File: config.mk
export PLATFORM = sky130hd
export DESIGN_NAME = span_coverage_buffer
export DESIGN_NICKNAME = d
export VERILOG_FILES = /design/src/scb_pkg.sv /design/src/span_coverage_buffer.sv /design/src/scb_cell.sv
export SDC_FILE = /design/constraint.sdc
export NUM_CORES = 2
export LEC_CHECK = 0
export ABC_AREA = 1
export ABC_CLOCK_PERIOD_IN_PS = 4500
export BUFFER_PORTS_ARGS = -buffer_cell sky130_fd_sc_hd__buf_2
export CAP_MARGIN = 20
export CORE_MARGIN = 2
export CORE_UTILIZATION = 23
export CTS_CLUSTER_SIZE = 8
export DETAILED_ROUTE_END_ITERATION = 6
export HOLD_SLACK_MARGIN = 0.1
export PLACE_DENSITY = 0.4
export SYNTH_ARGS = -nofsm -noshare
export SYNTH_HDL_FRONTEND = slang
export SYNTH_SLANG_ARGS = --single-unit
File: constraint.sdc
create_clock -name clk_i -period 4.5 [get_ports clk_i]
set_clock_uncertainty 0.05 [all_clocks]
set_input_delay 1.125 -clock clk_i [delete_from_list [all_inputs] [get_ports clk_i]]
set_output_delay 1.125 -clock clk_i [all_outputs]
set_load 0.1 [all_outputs]
File: src/scb_pkg.sv
// Shared constants and types for the span coverage buffer.
package scb_pkg;

  localparam int unsigned SCREEN_WIDTH  = 320;
  localparam int unsigned MAX_INTERVALS = 64;
  localparam int unsigned COL_W         = 9;
  localparam int unsigned CNT_W         = $clog2(MAX_INTERVALS + 1);

  typedef logic [COL_W-1:0] col_t;
  typedef logic [CNT_W-1:0] cnt_t;

  localparam col_t SCREEN_END = col_t'(SCREEN_WIDTH);
  localparam cnt_t CNT_MAX    = cnt_t'(MAX_INTERVALS);

  typedef enum logic [2:0] {
    ST_IDLE = 3'b001,
    ST_RUN  = 3'b010,
    ST_FIN  = 3'b100
  } state_e;

  // Command broadcast to every cell of the chain.
  typedef struct packed {
    logic shift;
    logic wr1;
    cnt_t pos1;
    col_t s1;
    col_t e1;
    logic wr2;
    cnt_t pos2;
    col_t s2;
    col_t e2;
  } cell_cmd_t;

endpackage

File: src/span_coverage_buffer.sv
// Top level: span coverage buffer built from a chain of interval cells.
// The undrawn intervals sit in a row of cells, head first. A span item walks the
// set once: each cycle, unless the result port stalls, the head interval leaves the
// chain, is compared with the span and is pushed back at the tail (trimmed, split or
// dropped on write_back, kept whole on pool overflow). Pieces come out in ascending
// column order, the final result of each item carrying tlast.
module span_coverage_buffer (
  input  logic        clk_i,
  input  logic        rst_ni,
  input  logic        s_tvalid_i,
  output logic        s_tready_o,
  input  logic [23:0] s_tdata_i,   // [8:0] span_start, [17:9] span_end, [18] write_back
  input  logic        s_tuser_i,   // kind
  output logic        m_tvalid_o,
  input  logic        m_tready_i,
  output logic [23:0] m_tdata_o,   // [8:0] piece_start, [17:9] piece_end
  output logic [2:0]  m_tuser_o,   // [0] has_piece, [1] screen_done, [2] pool_overflow
  output logic        m_tlast_o
);

  localparam int unsigned N = scb_pkg::MAX_INTERVALS;

  scb_pkg::state_e state_q, state_d;
  scb_pkg::cnt_t   cnt_q, cnt_d, rem_q, rem_d, n_q, n_d;
  scb_pkg::col_t   a_q, a_d, b_q, b_d;
  logic            wb_q, wb_d, rst_item_q, rst_item_d, done_q, done_d;
  logic            pend_v_q, pend_v_d, pend_ovf_q, pend_ovf_d;
  scb_pkg::col_t   pend_s_q, pend_s_d, pend_e_q, pend_e_d;

  logic            out_v_q, out_v_d, out_has_q, out_has_d, out_last_q, out_last_d;
  logic            out_done_q, out_done_d, out_ovf_q, out_ovf_d;
  scb_pkg::col_t   out_s_q, out_s_d, out_e_q, out_e_d;

  scb_pkg::col_t   cs [N];
  scb_pkg::col_t   ce [N];
  scb_pkg::col_t   ns [N];
  scb_pkg::col_t   ne [N];
  scb_pkg::cell_cmd_t cmd;

  genvar g;
  generate
    for (g = 0; g < N; g++) begin : g_cell
      if (g == N - 1) begin : g_tail
        assign ns[g] = '0;
        assign ne[g] = '0;
      end else begin : g_mid
        assign ns[g] = cs[g+1];
        assign ne[g] = ce[g+1];
      end
      scb_cell u_cell (
        .clk_i       (clk_i),
        .rst_ni      (rst_ni),
        .idx_i       (scb_pkg::cnt_t'(g)),
        .cmd_i       (cmd),
        .nxt_start_i (ns[g]),
        .nxt_end_i   (ne[g]),
        .start_o     (cs[g]),
        .end_o       (ce[g])
      );
    end
  endgenerate

  logic          out_free, accept, hit, left, right;
  scb_pkg::col_t hs, he, ps, pe;
  scb_pkg::cnt_t pos;

  assign out_free   = !out_v_q || m_tready_i;
  assign s_tready_o = (state_q == scb_pkg::ST_IDLE);
  assign accept     = s_tvalid_i && s_tready_o;

  assign hs    = cs[0];
  assign he    = ce[0];
  assign hit   = (a_q < b_q) && (he > a_q) && (hs < b_q);
  assign left  = hs < a_q;
  assign right = he > b_q;
  assign ps    = (hs > a_q) ? hs : a_q;
  assign pe    = (he < b_q) ? he : b_q;
  assign pos   = rem_q - scb_pkg::cnt_t'(1) + n_q;

  always_comb begin
    state_d    = state_q;
    cnt_d      = cnt_q;
    rem_d      = rem_q;
    n_d        = n_q;
    a_d        = a_q;
    b_d        = b_q;
    wb_d       = wb_q;
    rst_item_d = rst_item_q;
    done_d     = done_q;
    pend_v_d   = pend_v_q;
    pend_ovf_d = pend_ovf_q;
    pend_s_d   = pend_s_q;
    pend_e_d   = pend_e_q;
    out_v_d    = out_v_q && !m_tready_i;
    out_has_d  = out_has_q;
    out_last_d = out_last_q;
    out_done_d = out_done_q;
    out_ovf_d  = out_ovf_q;
    out_s_d    = out_s_q;
    out_e_d    = out_e_q;
    cmd        = '0;

    case (state_q)
      scb_pkg::ST_IDLE: begin
        if (accept) begin
          a_d        = s_tdata_i[8:0];
          b_d        = s_tdata_i[17:9];
          wb_d       = s_tdata_i[18];
          rst_item_d = !s_tuser_i;
          done_d     = s_tuser_i && (cnt_q == '0);
          rem_d      = cnt_q;
          n_d        = '0;
          pend_v_d   = 1'b0;
          if (!s_tuser_i) begin
            cmd.wr1  = 1'b1;
            cmd.pos1 = '0;
            cmd.s1   = '0;
            cmd.e1   = scb_pkg::SCREEN_END;
            cnt_d    = scb_pkg::cnt_t'(1);
            state_d  = scb_pkg::ST_FIN;
          end else if (cnt_q == '0) begin
            state_d = scb_pkg::ST_FIN;
          end else begin
            state_d = scb_pkg::ST_RUN;
          end
        end
      end
      scb_pkg::ST_RUN: begin
        if (out_free) begin
          if (rem_q == '0) begin
            cnt_d   = n_q;
            state_d = scb_pkg::ST_FIN;
          end else begin
            // pop the head, push its remainder(s) at the tail
            cmd.shift = 1'b1;
            cmd.wr1   = 1'b1;
            cmd.pos1  = pos;
            cmd.s1    = hs;
            cmd.e1    = he;
            cmd.pos2  = pos + scb_pkg::cnt_t'(1);
            cmd.s2    = b_q;
            cmd.e2    = he;
            pend_ovf_d = pend_ovf_q;
            if (hit) begin
              if (pend_v_q) begin
                out_v_d    = 1'b1;
                out_has_d  = 1'b1;
                out_last_d = 1'b0;
                out_done_d = 1'b0;
                out_ovf_d  = pend_ovf_q;
                out_s_d    = pend_s_q;
                out_e_d    = pend_e_q;
              end
              pend_v_d   = 1'b1;
              pend_s_d   = ps;
              pend_e_d   = pe;
              pend_ovf_d = 1'b0;
              if (wb_q) begin
                if (left && right && cnt_q >= scb_pkg::CNT_MAX) begin
                  pend_ovf_d = 1'b1;
                end else if (left) begin
                  cmd.e1  = a_q;
                  cmd.wr2 = right;
                end else if (right) begin
                  cmd.s1 = b_q;
                end else begin
                  cmd.wr1 = 1'b0;
                end
              end
            end
            rem_d = rem_q - scb_pkg::cnt_t'(1);
            n_d   = n_q + scb_pkg::cnt_t'(cmd.wr1) + scb_pkg::cnt_t'(cmd.wr2);
          end
        end
      end
      scb_pkg::ST_FIN: begin
        if (out_free) begin
          out_v_d    = 1'b1;
          out_last_d = 1'b1;
          out_done_d = done_q;
          out_has_d  = pend_v_q && !rst_item_q && !done_q;
          out_ovf_d  = out_has_d && pend_ovf_q;
          out_s_d    = out_has_d ? pend_s_q : '0;
          out_e_d    = out_has_d ? pend_e_q : '0;
          pend_v_d   = 1'b0;
          state_d    = scb_pkg::ST_IDLE;
        end
      end
      default: begin
        state_d = scb_pkg::ST_IDLE;
      end
    endcase
  end

  always_ff @(posedge clk_i or negedge rst_ni) begin
    if (!rst_ni) begin
      state_q  <= scb_pkg::ST_IDLE;
      cnt_q    <= scb_pkg::cnt_t'(1);
      rem_q    <= '0;
      n_q      <= '0;
      pend_v_q <= 1'b0;
      out_v_q  <= 1'b0;
    end else begin
      state_q  <= state_d;
      cnt_q    <= cnt_d;
      rem_q    <= rem_d;
      n_q      <= n_d;
      pend_v_q <= pend_v_d;
      out_v_q  <= out_v_d;
    end
  end

  always_ff @(posedge clk_i) begin
    a_q        <= a_d;
    b_q        <= b_d;
    wb_q       <= wb_d;
    rst_item_q <= rst_item_d;
    done_q     <= done_d;
    pend_ovf_q <= pend_ovf_d;
    pend_s_q   <= pend_s_d;
    pend_e_q   <= pend_e_d;
    out_has_q  <= out_has_d;
    out_last_q <= out_last_d;
    out_done_q <= out_done_d;
    out_ovf_q  <= out_ovf_d;
    out_s_q    <= out_s_d;
    out_e_q    <= out_e_d;
  end

  assign m_tvalid_o = out_v_q;
  assign m_tdata_o  = {6'd0, out_e_q, out_s_q};
  assign m_tuser_o  = {out_ovf_q, out_done_q, out_has_q};
  assign m_tlast_o  = out_last_q;

endmodule

File: src/scb_cell.sv
// One interval slot of the chain: shifts toward the head or loads a pushed interval.
module scb_cell (
  input  logic                clk_i,
  input  logic                rst_ni,
  input  scb_pkg::cnt_t       idx_i,
  input  scb_pkg::cell_cmd_t  cmd_i,
  input  scb_pkg::col_t       nxt_start_i,
  input  scb_pkg::col_t       nxt_end_i,
  output scb_pkg::col_t       start_o,
  output scb_pkg::col_t       end_o
);

  scb_pkg::col_t start_q, start_d, end_q, end_d;

  always_comb begin
    start_d = start_q;
    end_d   = end_q;
    if (cmd_i.wr1 && cmd_i.pos1 == idx_i) begin
      start_d = cmd_i.s1;
      end_d   = cmd_i.e1;
    end else if (cmd_i.wr2 && cmd_i.pos2 == idx_i) begin
      start_d = cmd_i.s2;
      end_d   = cmd_i.e2;
    end else if (cmd_i.shift) begin
      start_d = nxt_start_i;
      end_d   = nxt_end_i;
    end
  end

  always_ff @(posedge clk_i or negedge rst_ni) begin
    if (!rst_ni) begin
      start_q <= '0;
      end_q   <= scb_pkg::SCREEN_END;
    end else begin
      start_q <= start_d;
      end_q   <= end_d;
    end
  end

  assign start_o = start_q;
  assign end_o   = end_q;

endmodule

== After elaboration in Yosys (flattened, before gate mapping) ==
Index checks and enable logic that the tools add are counted.

* Flip-flop bits (word level): 1240
* Word-level logic and storage cells: 997

* Add/sub/neg operators: 5
* Order comparisons: 8
* Equal/unequal tests: 137
* Muxes and demuxes: 476
* Bitwise logic cells: 1
* Reduce and logical (&&, ||, !) cells: 222

{| class="wikitable"
|+ Operators with widths
! kind !! count
|-
| $mux W9 || 399
|-
| $eq A7 B6 Y1 const B || 64
|-
| $eq A7 B5 Y1 const B || 32
|-
| $reduce_bool A3 Y1 || 65
|-
| $logic_and A1 B1 Y1 || 138
|-
| $mux W19 || 6
|-
| $eq A7 B4 Y1 const B || 16
|-
| $mux W53 || 2
|-
| $mux W26 || 3
|-
| $mux W7 || 10
|-
| $eq A7 B3 Y1 const B || 8
|-
| $pmux W26 S2 || 1
|-
| $pmux W7 S2 || 3
|-
| $lt A9 B9 Y1 || 4
|-
| $mux W1 || 36
|-
| $pmux W9 S2 || 2
|-
| $eq A7 B2 Y1 const B || 4
|-
| $logic_not A7 Y1 || 4
|-
| $gt A9 B9 Y1 || 3
|-
| $mux W3 || 6
|-
| $add A7 B1 Y7 || 2
|-
| $eq A7 B1 Y1 const B || 2
|-
| $ne A2 B2 Y1 const B || 7
|-
| $reduce_and A4 Y1 || 3
|-
| 19 further kinds || 29
|}

== Logic depth before layout (Yosys ltp) ==
* Depth after elaboration: 16
* Mapped depth: 27
* Mapped depth without buffers: 24

== Modules after synthesis ==
From an unflattened synthesis, not the netlist that was laid out.

* Cells, all modules: 17366
* Area total of the unflattened synthesis: 110533.5 um2

{| class="wikitable"
|+ By module, submodules not included
! module !! times used !! cells an instance !! area an instance (um2)
|-
| scb_cell || 64 || 260 || 1634.1
|-
| span_coverage_buffer || 1 || 726 || 5953.2
|}

== Worst setup path before layout ==
No wires, ideal clock.

* Path type: register to register
* Start point: reg b_q[3]
* End point: reg out_last_q (netlist: m_tlast_o), enable pin
* Arrival time: 4.088 ns
* Required time: 3.993 ns
* Setup slack: -0.095 ns
* Cell stages (with the launch flop): 14
* Buffers on the path: 2
* Period minus slack after synthesis: 4.595 ns
* Cells stage by stage: edfxtp_1 -> inv_1 -> clkbuf_1 -> clkbuf_1 -> ha_1 -> nand2_1 -> inv_1 -> nand2_1 -> nand2_1 -> nand2_1 -> nand3_1 -> nor3_1 -> nor2_1 -> nor4_1

* Word-level cells in the longest chain between the ends: 5
* Elaborated cells on any way between the ends: 6
* Those cells by class: order compare: 2; eq/ne: 1; reduce/logical: 3

{| class="wikitable"
|+ RTL lines
! element !! RTL line !! text
|-
| from (decl) || span_coverage_buffer.sv:25 || <nowiki>scb_pkg::col_t a_q, a_d, b_q, b_d;</nowiki>
|-
| from (signal assigned) || span_coverage_buffer.sv:215 || <nowiki>b_q <= b_d;</nowiki>
|-
| $lt A9 B9 Y1 || span_coverage_buffer.sv:73 || <nowiki>assign hit = (a_q < b_q) && (he > a_q) && (hs < b_q);</nowiki>
|-
| $logic_and A1 B1 Y1 || span_coverage_buffer.sv:73 ||
|-
| $logic_and A1 B1 Y1 * || span_coverage_buffer.sv:73 ||
|-
| $ne A2 B2 Y1 (no line) * || - ||
|-
| $reduce_and A6 Y1 (no line) * || - ||
|-
| to (signal assigned) || span_coverage_buffer.sv:223 || <nowiki>out_last_q <= out_last_d;</nowiki>
|-
| to (decl) || span_coverage_buffer.sv:30 || <nowiki>logic out_v_q, out_v_d, out_has_q, out_has_d, out_last_q, out_last_d;</nowiki>
|}

Every way passes the cells marked *; elsewhere a longest branch is shown, timed or not.
A chain may end at the register's enable or synchronous reset.

== Worst setup path in the final report ==
* Start point: reg rem_q[0]
* End point: reg g_cell[11].u_cell.end_q[4]

* Word-level cells in the longest chain between the ends: 10
* Elaborated cells on any way between the ends: 16
* Those cells by class: add/sub: 3; eq/ne: 2; mux: 7; reduce/logical: 4

{| class="wikitable"
|+ RTL lines
! element !! RTL line !! text
|-
| from (decl) || span_coverage_buffer.sv:24 || <nowiki>scb_pkg::cnt_t cnt_q, cnt_d, rem_q, rem_d, n_q, n_d;</nowiki>
|-
| from (signal assigned) || span_coverage_buffer.sv:206 || <nowiki>rem_q <= rem_d;</nowiki>
|-
| $sub A7 B1 Y7 || span_coverage_buffer.sv:78 || <nowiki>assign pos = rem_q - scb_pkg::cnt_t'(1) + n_q;</nowiki>
|-
| $add A7 B7 Y7 || span_coverage_buffer.sv:78 ||
|-
| $add A7 B1 Y7 || span_coverage_buffer.sv:140 || <nowiki>cmd.pos2 = pos + scb_pkg::cnt_t'(1);</nowiki>
|-
| $mux W53 * || span_coverage_buffer.sv:130 || <nowiki>if (rem_q == '0) begin</nowiki>
|-
| $mux W53 * || span_coverage_buffer.sv:129 || <nowiki>if (out_free) begin</nowiki>
|-
| $mux W26 || span_coverage_buffer.sv:103 || <nowiki>case (state_q)</nowiki>
|-
| $eq A7 B4 Y1 || scb_cell.sv:21 || <nowiki>end else if (cmd_i.wr2 && cmd_i.pos2 == idx_i) begin</nowiki>
|-
| $logic_and A1 B1 Y1 || scb_cell.sv:21 ||
|-
| $mux W9 || scb_cell.sv:21 ||
|-
| $mux W9 || scb_cell.sv:18 || <nowiki>if (cmd_i.wr1 && cmd_i.pos1 == idx_i) begin</nowiki>
|-
| to (signal assigned) || scb_cell.sv:33 || <nowiki>end_q <= scb_pkg::SCREEN_END;</nowiki>
|-
| to (signal assigned) || scb_cell.sv:36 || <nowiki>end_q <= end_d;</nowiki>
|-
| to (decl) || scb_cell.sv:13 || <nowiki>scb_pkg::col_t start_q, start_d, end_q, end_d;</nowiki>
|}

Marked as above.

==> flow_summary.toml <==
[route]
remaining_drc_errors = 0
ant_nets = 0
dr.pass1.iters = 6
avgViaCountPerCell = 4.78
routed_wl_mm = 338
wl_per_cell_um = 23.0
vias = 70200
drt_iter0_drc = 6708

[yosys]
async_reset_ff_frac = 0.950
ys_warn_count = 0
ys_types = 51
synth-seq-area-share = 0.438
synth_area_sq_um = 71900
avgSynthCellArea_sq_um = 6.90
ys.flop_type = "dfrtp_1"
synth-seq-cells = 1240
synth_edf_count = 62
synth_cells = 10400

[setup_path]
reg2reg_from = "rem_q[0]"
arrival_ns = 4.95
cp.required_ns = 5.21
cp-end-kind = "flip-flop"
r2r_setup_slack_ns = 0.26
endpoint = "g_cell[11].u_cell.end_o[4]"
path_class = "flip-flop to flip-flop"
worst_r2r_endpoint = "g_cell[11].u_cell.end_o[4]"
reg2reg_depth = 22
crit_start = "rem_q[0]"
worstPathMaxFanout = 10
setup.worst_path.start_class = "flip-flop"

[clock_network]
clockRootBuffer = "clkbuf_16"
path_clk_slew_ns = 0.06
cts_sinks = 1240
cts_hold_buf = 0
cts_buffer_depth = 3
cts_htree_levels = 4
clk_latency_ns = 0.84
cts_tree = "done"
cts_made_buffers = 176

[outcome]
run_status = "finished, final reports clean"

[placement]
dp_hpwl_mm = 221
dp_slack_ns = -0.319
numPortBuffers = 47
placed_cells = 14300
gp_congestion = 0.900

[cells_and_area]
layout_common_cells = "5584 x nand2_1, 1045 x dfrtp_1, 893 x nand3_1"
instances_no_fill = 14700
syn_to_final_growth_pct = 17.7
nNetsFinal = 10500
final_common_cell = "nand2_1"
drive_gt1_frac = 0.105
fillers = 34500
final_util = 0.272

[sta]
finalHoldViolCount = 0
setup_violations = 0
worst_pin_slew_ns = 1.33
maxSlewViolCount = 0
fmax_mhz = 236
min_period_ns = 4.24
worst_slew_margin_rel = 0.117
whs_ns = 0.397
setup_ws_ns = 0.263
period_share = 0.942
rsz0062_at_grt = "false"

[global_routing]
antenna_found_initial = 23
grt_first_pass_wirelength_mm = 492
grt_pass1_vias = 69200
grt.total_usage = 0.210
grt_overflow = 0
grt_max_degree = 214

[die]
ios = 59
die_y_um = 563
start_util = 0.231
dieArea_sq_um = 317000
die_w_um = 563
core_area_sq_um = 312000
rows = 205

[pwr]
finalPower_uw = 38200
p_per_area_nw_per_um2 = 451
cellLeakagePower_uw = 0.0442
ir_drop_uv = 302

[hold_path]
hold_path_class = "primary input to async pin"

[job]
drv_cap = 0
==> per-layer routing <==
| layer | global-route usage | part of all wire |
|---|---|---|
| met5 | 0 | 0 |
| met4 | 0.0765 | 0.041 |
| met3 | 0.0307 | 0.059 |
| met2 | 0.336 | 0.45 |
| met1 | 0.286 | 0.45 |
==> synth_stat cells, types with 3 or more instances <==
cell	n	area share
inv_2	59	0.0031
and2_1	7	0.00061
edfxtp_1	62	0.026
o21ai_1	61	0.0042
inv_1	344	0.018
buf_2	180	0.013
a22oi_1	161	0.017
nand3b_1	5	0.00052
nand3_4	12	0.0029
o31ai_1	3	0.00031
nand3_2	49	0.0068
nand3_1	893	0.062
dfrtp_1	1048	0.36
clkinv_1	3	0.00016
clkbuf_1	466	0.024
o211ai_1	15	0.0016
nand2_1	5599	0.29
nor2_4	13	0.0020
a21boi_0	340	0.035
o21a_1	14	0.0015
buf_1	6	0.00031
ha_1	53	0.0092
nor3_1	9	0.00063
nand4_1	10	0.00087
a21o_1	5	0.00052
nor2_1	166	0.0087
nand2_4	10	0.0016
dfstp_2	130	0.047
a31oi_1	3	0.00026
buf_6	9	0.0014
nand2_2	59	0.0051
buf_4	41	0.0043
a21oi_1	32	0.0022
xor2_1	3	0.00037
nor2_2	29	0.0025
o21ai_0	505	0.035
==> kinds of logic (layout without fill, tap and decap cells) <==
logic type	after synthesis	in the layout	share of synthesized area
AOI/OAI and AO/OA	1144	1144	0.0985
xor gates and xnor gates	5	5	0.000713
adders and majority gates	55	55	0.00978
buffers and inverters	1110	1207	0.0644
DFF	1240	1240	0.438
other	1	10	0.0000521
and+or+nand+nor	6871	6871	0.388
==> repair_timing <==
action / in CTS / in global routing
buffers inserted: 0 / 6
endpoints found under the setup margin: 27 / 1060
pin swaps: 0 / 1
cloned: 0 / 0
resized for setup: 1 / 24
==> state kept, by name, indices dropped and copies added, names as in the netlist, 3 cells and up <==
register / count
state_q: 3
out_s_q: 9
pend_e_q: 9
a_q: 9
g_cell.u_cell.start_o: 576
out_e_q: 9
pend_s_q: 9
n_q: 7
cnt_q: 7
rem_q: 7
g_cell.u_cell.end_o: 576
b_q: 9
==> report_power, final <==
part | internal (uW) | switching, uW
clock | 7480 | 5510
combinational | 2870 | 9030
sequential | 12500 | 805
total | 22800 | 15300
==> worst min-delay path by stage <==
stage	startpoint	endpoint	slack, ns
3_5_place_dp	g_cell[40].u_cell.end_o[8]	g_cell[40].u_cell.end_o[8]	0.41
4_1_cts	s_tdata_i[5]	a_q[5]	0.35
5_1_grt	s_tdata_i[4]	a_q[4]	0.37
3_3_place_gp	g_cell[42].u_cell.end_o[8]	g_cell[42].u_cell.end_o[8]	0.41
2_1_floorplan	g_cell[40].u_cell.end_o[6]	g_cell[40].u_cell.end_o[6]	0.40
6_report	rst_ni	g_cell[55].u_cell.end_o[5]	0.40
==> per-stage QoR <==
stage,instance area (sq um),TNS (ns)
after floorplan,72000,0
after global placement,79300,-12.45
after detailed placement,79300,-16.17
after CTS,84500,0
after global routing,84700,0
final,84700,0
==> area by class of cell <==
| class | count | area (sq um) | area share |
|---|---|---|---|
| Multi-Input combinational cell | 8081 | 36100 | 0.427 |
| Sequential cell | 1240 | 31500 | 0.372 |
| Tap cell | 4140 | 5180 | 0.0612 |
| Timing Repair Buffer | 483 | 5120 | 0.0605 |
| Clock buffer | 308 | 5010 | 0.0592 |
| Inverter | 406 | 1560 | 0.0184 |
| Clock inverter | 10 | 154 | 0.00182 |
| Antenna cell | 4 | 10.0 | 0.000118 |
==> worst max-delay path: stages, from the launching register on <==
cell	delay [ns]
dfrtp_1	0.32
inv_1	0.10
ha_2	0.39
inv_1	0.09
fa_2	0.71
ha_1	0.20
inv_1	0.05
nor2_1	0.13
nand3_1	0.11
inv_1	0.09
nand2_1	0.07
nor2_1	0.09
nand2_1	0.10
nand3_4	0.18
nand2_1	0.13
nor2_4	0.14
buf_12	0.19
buf_4	0.18
nand2_2	0.15
buf_4	0.22
o21ai_1	0.26
nand2_1	0.11
nand2_1	0.08
Note: power is estimated with default switching activity, not from simulation.
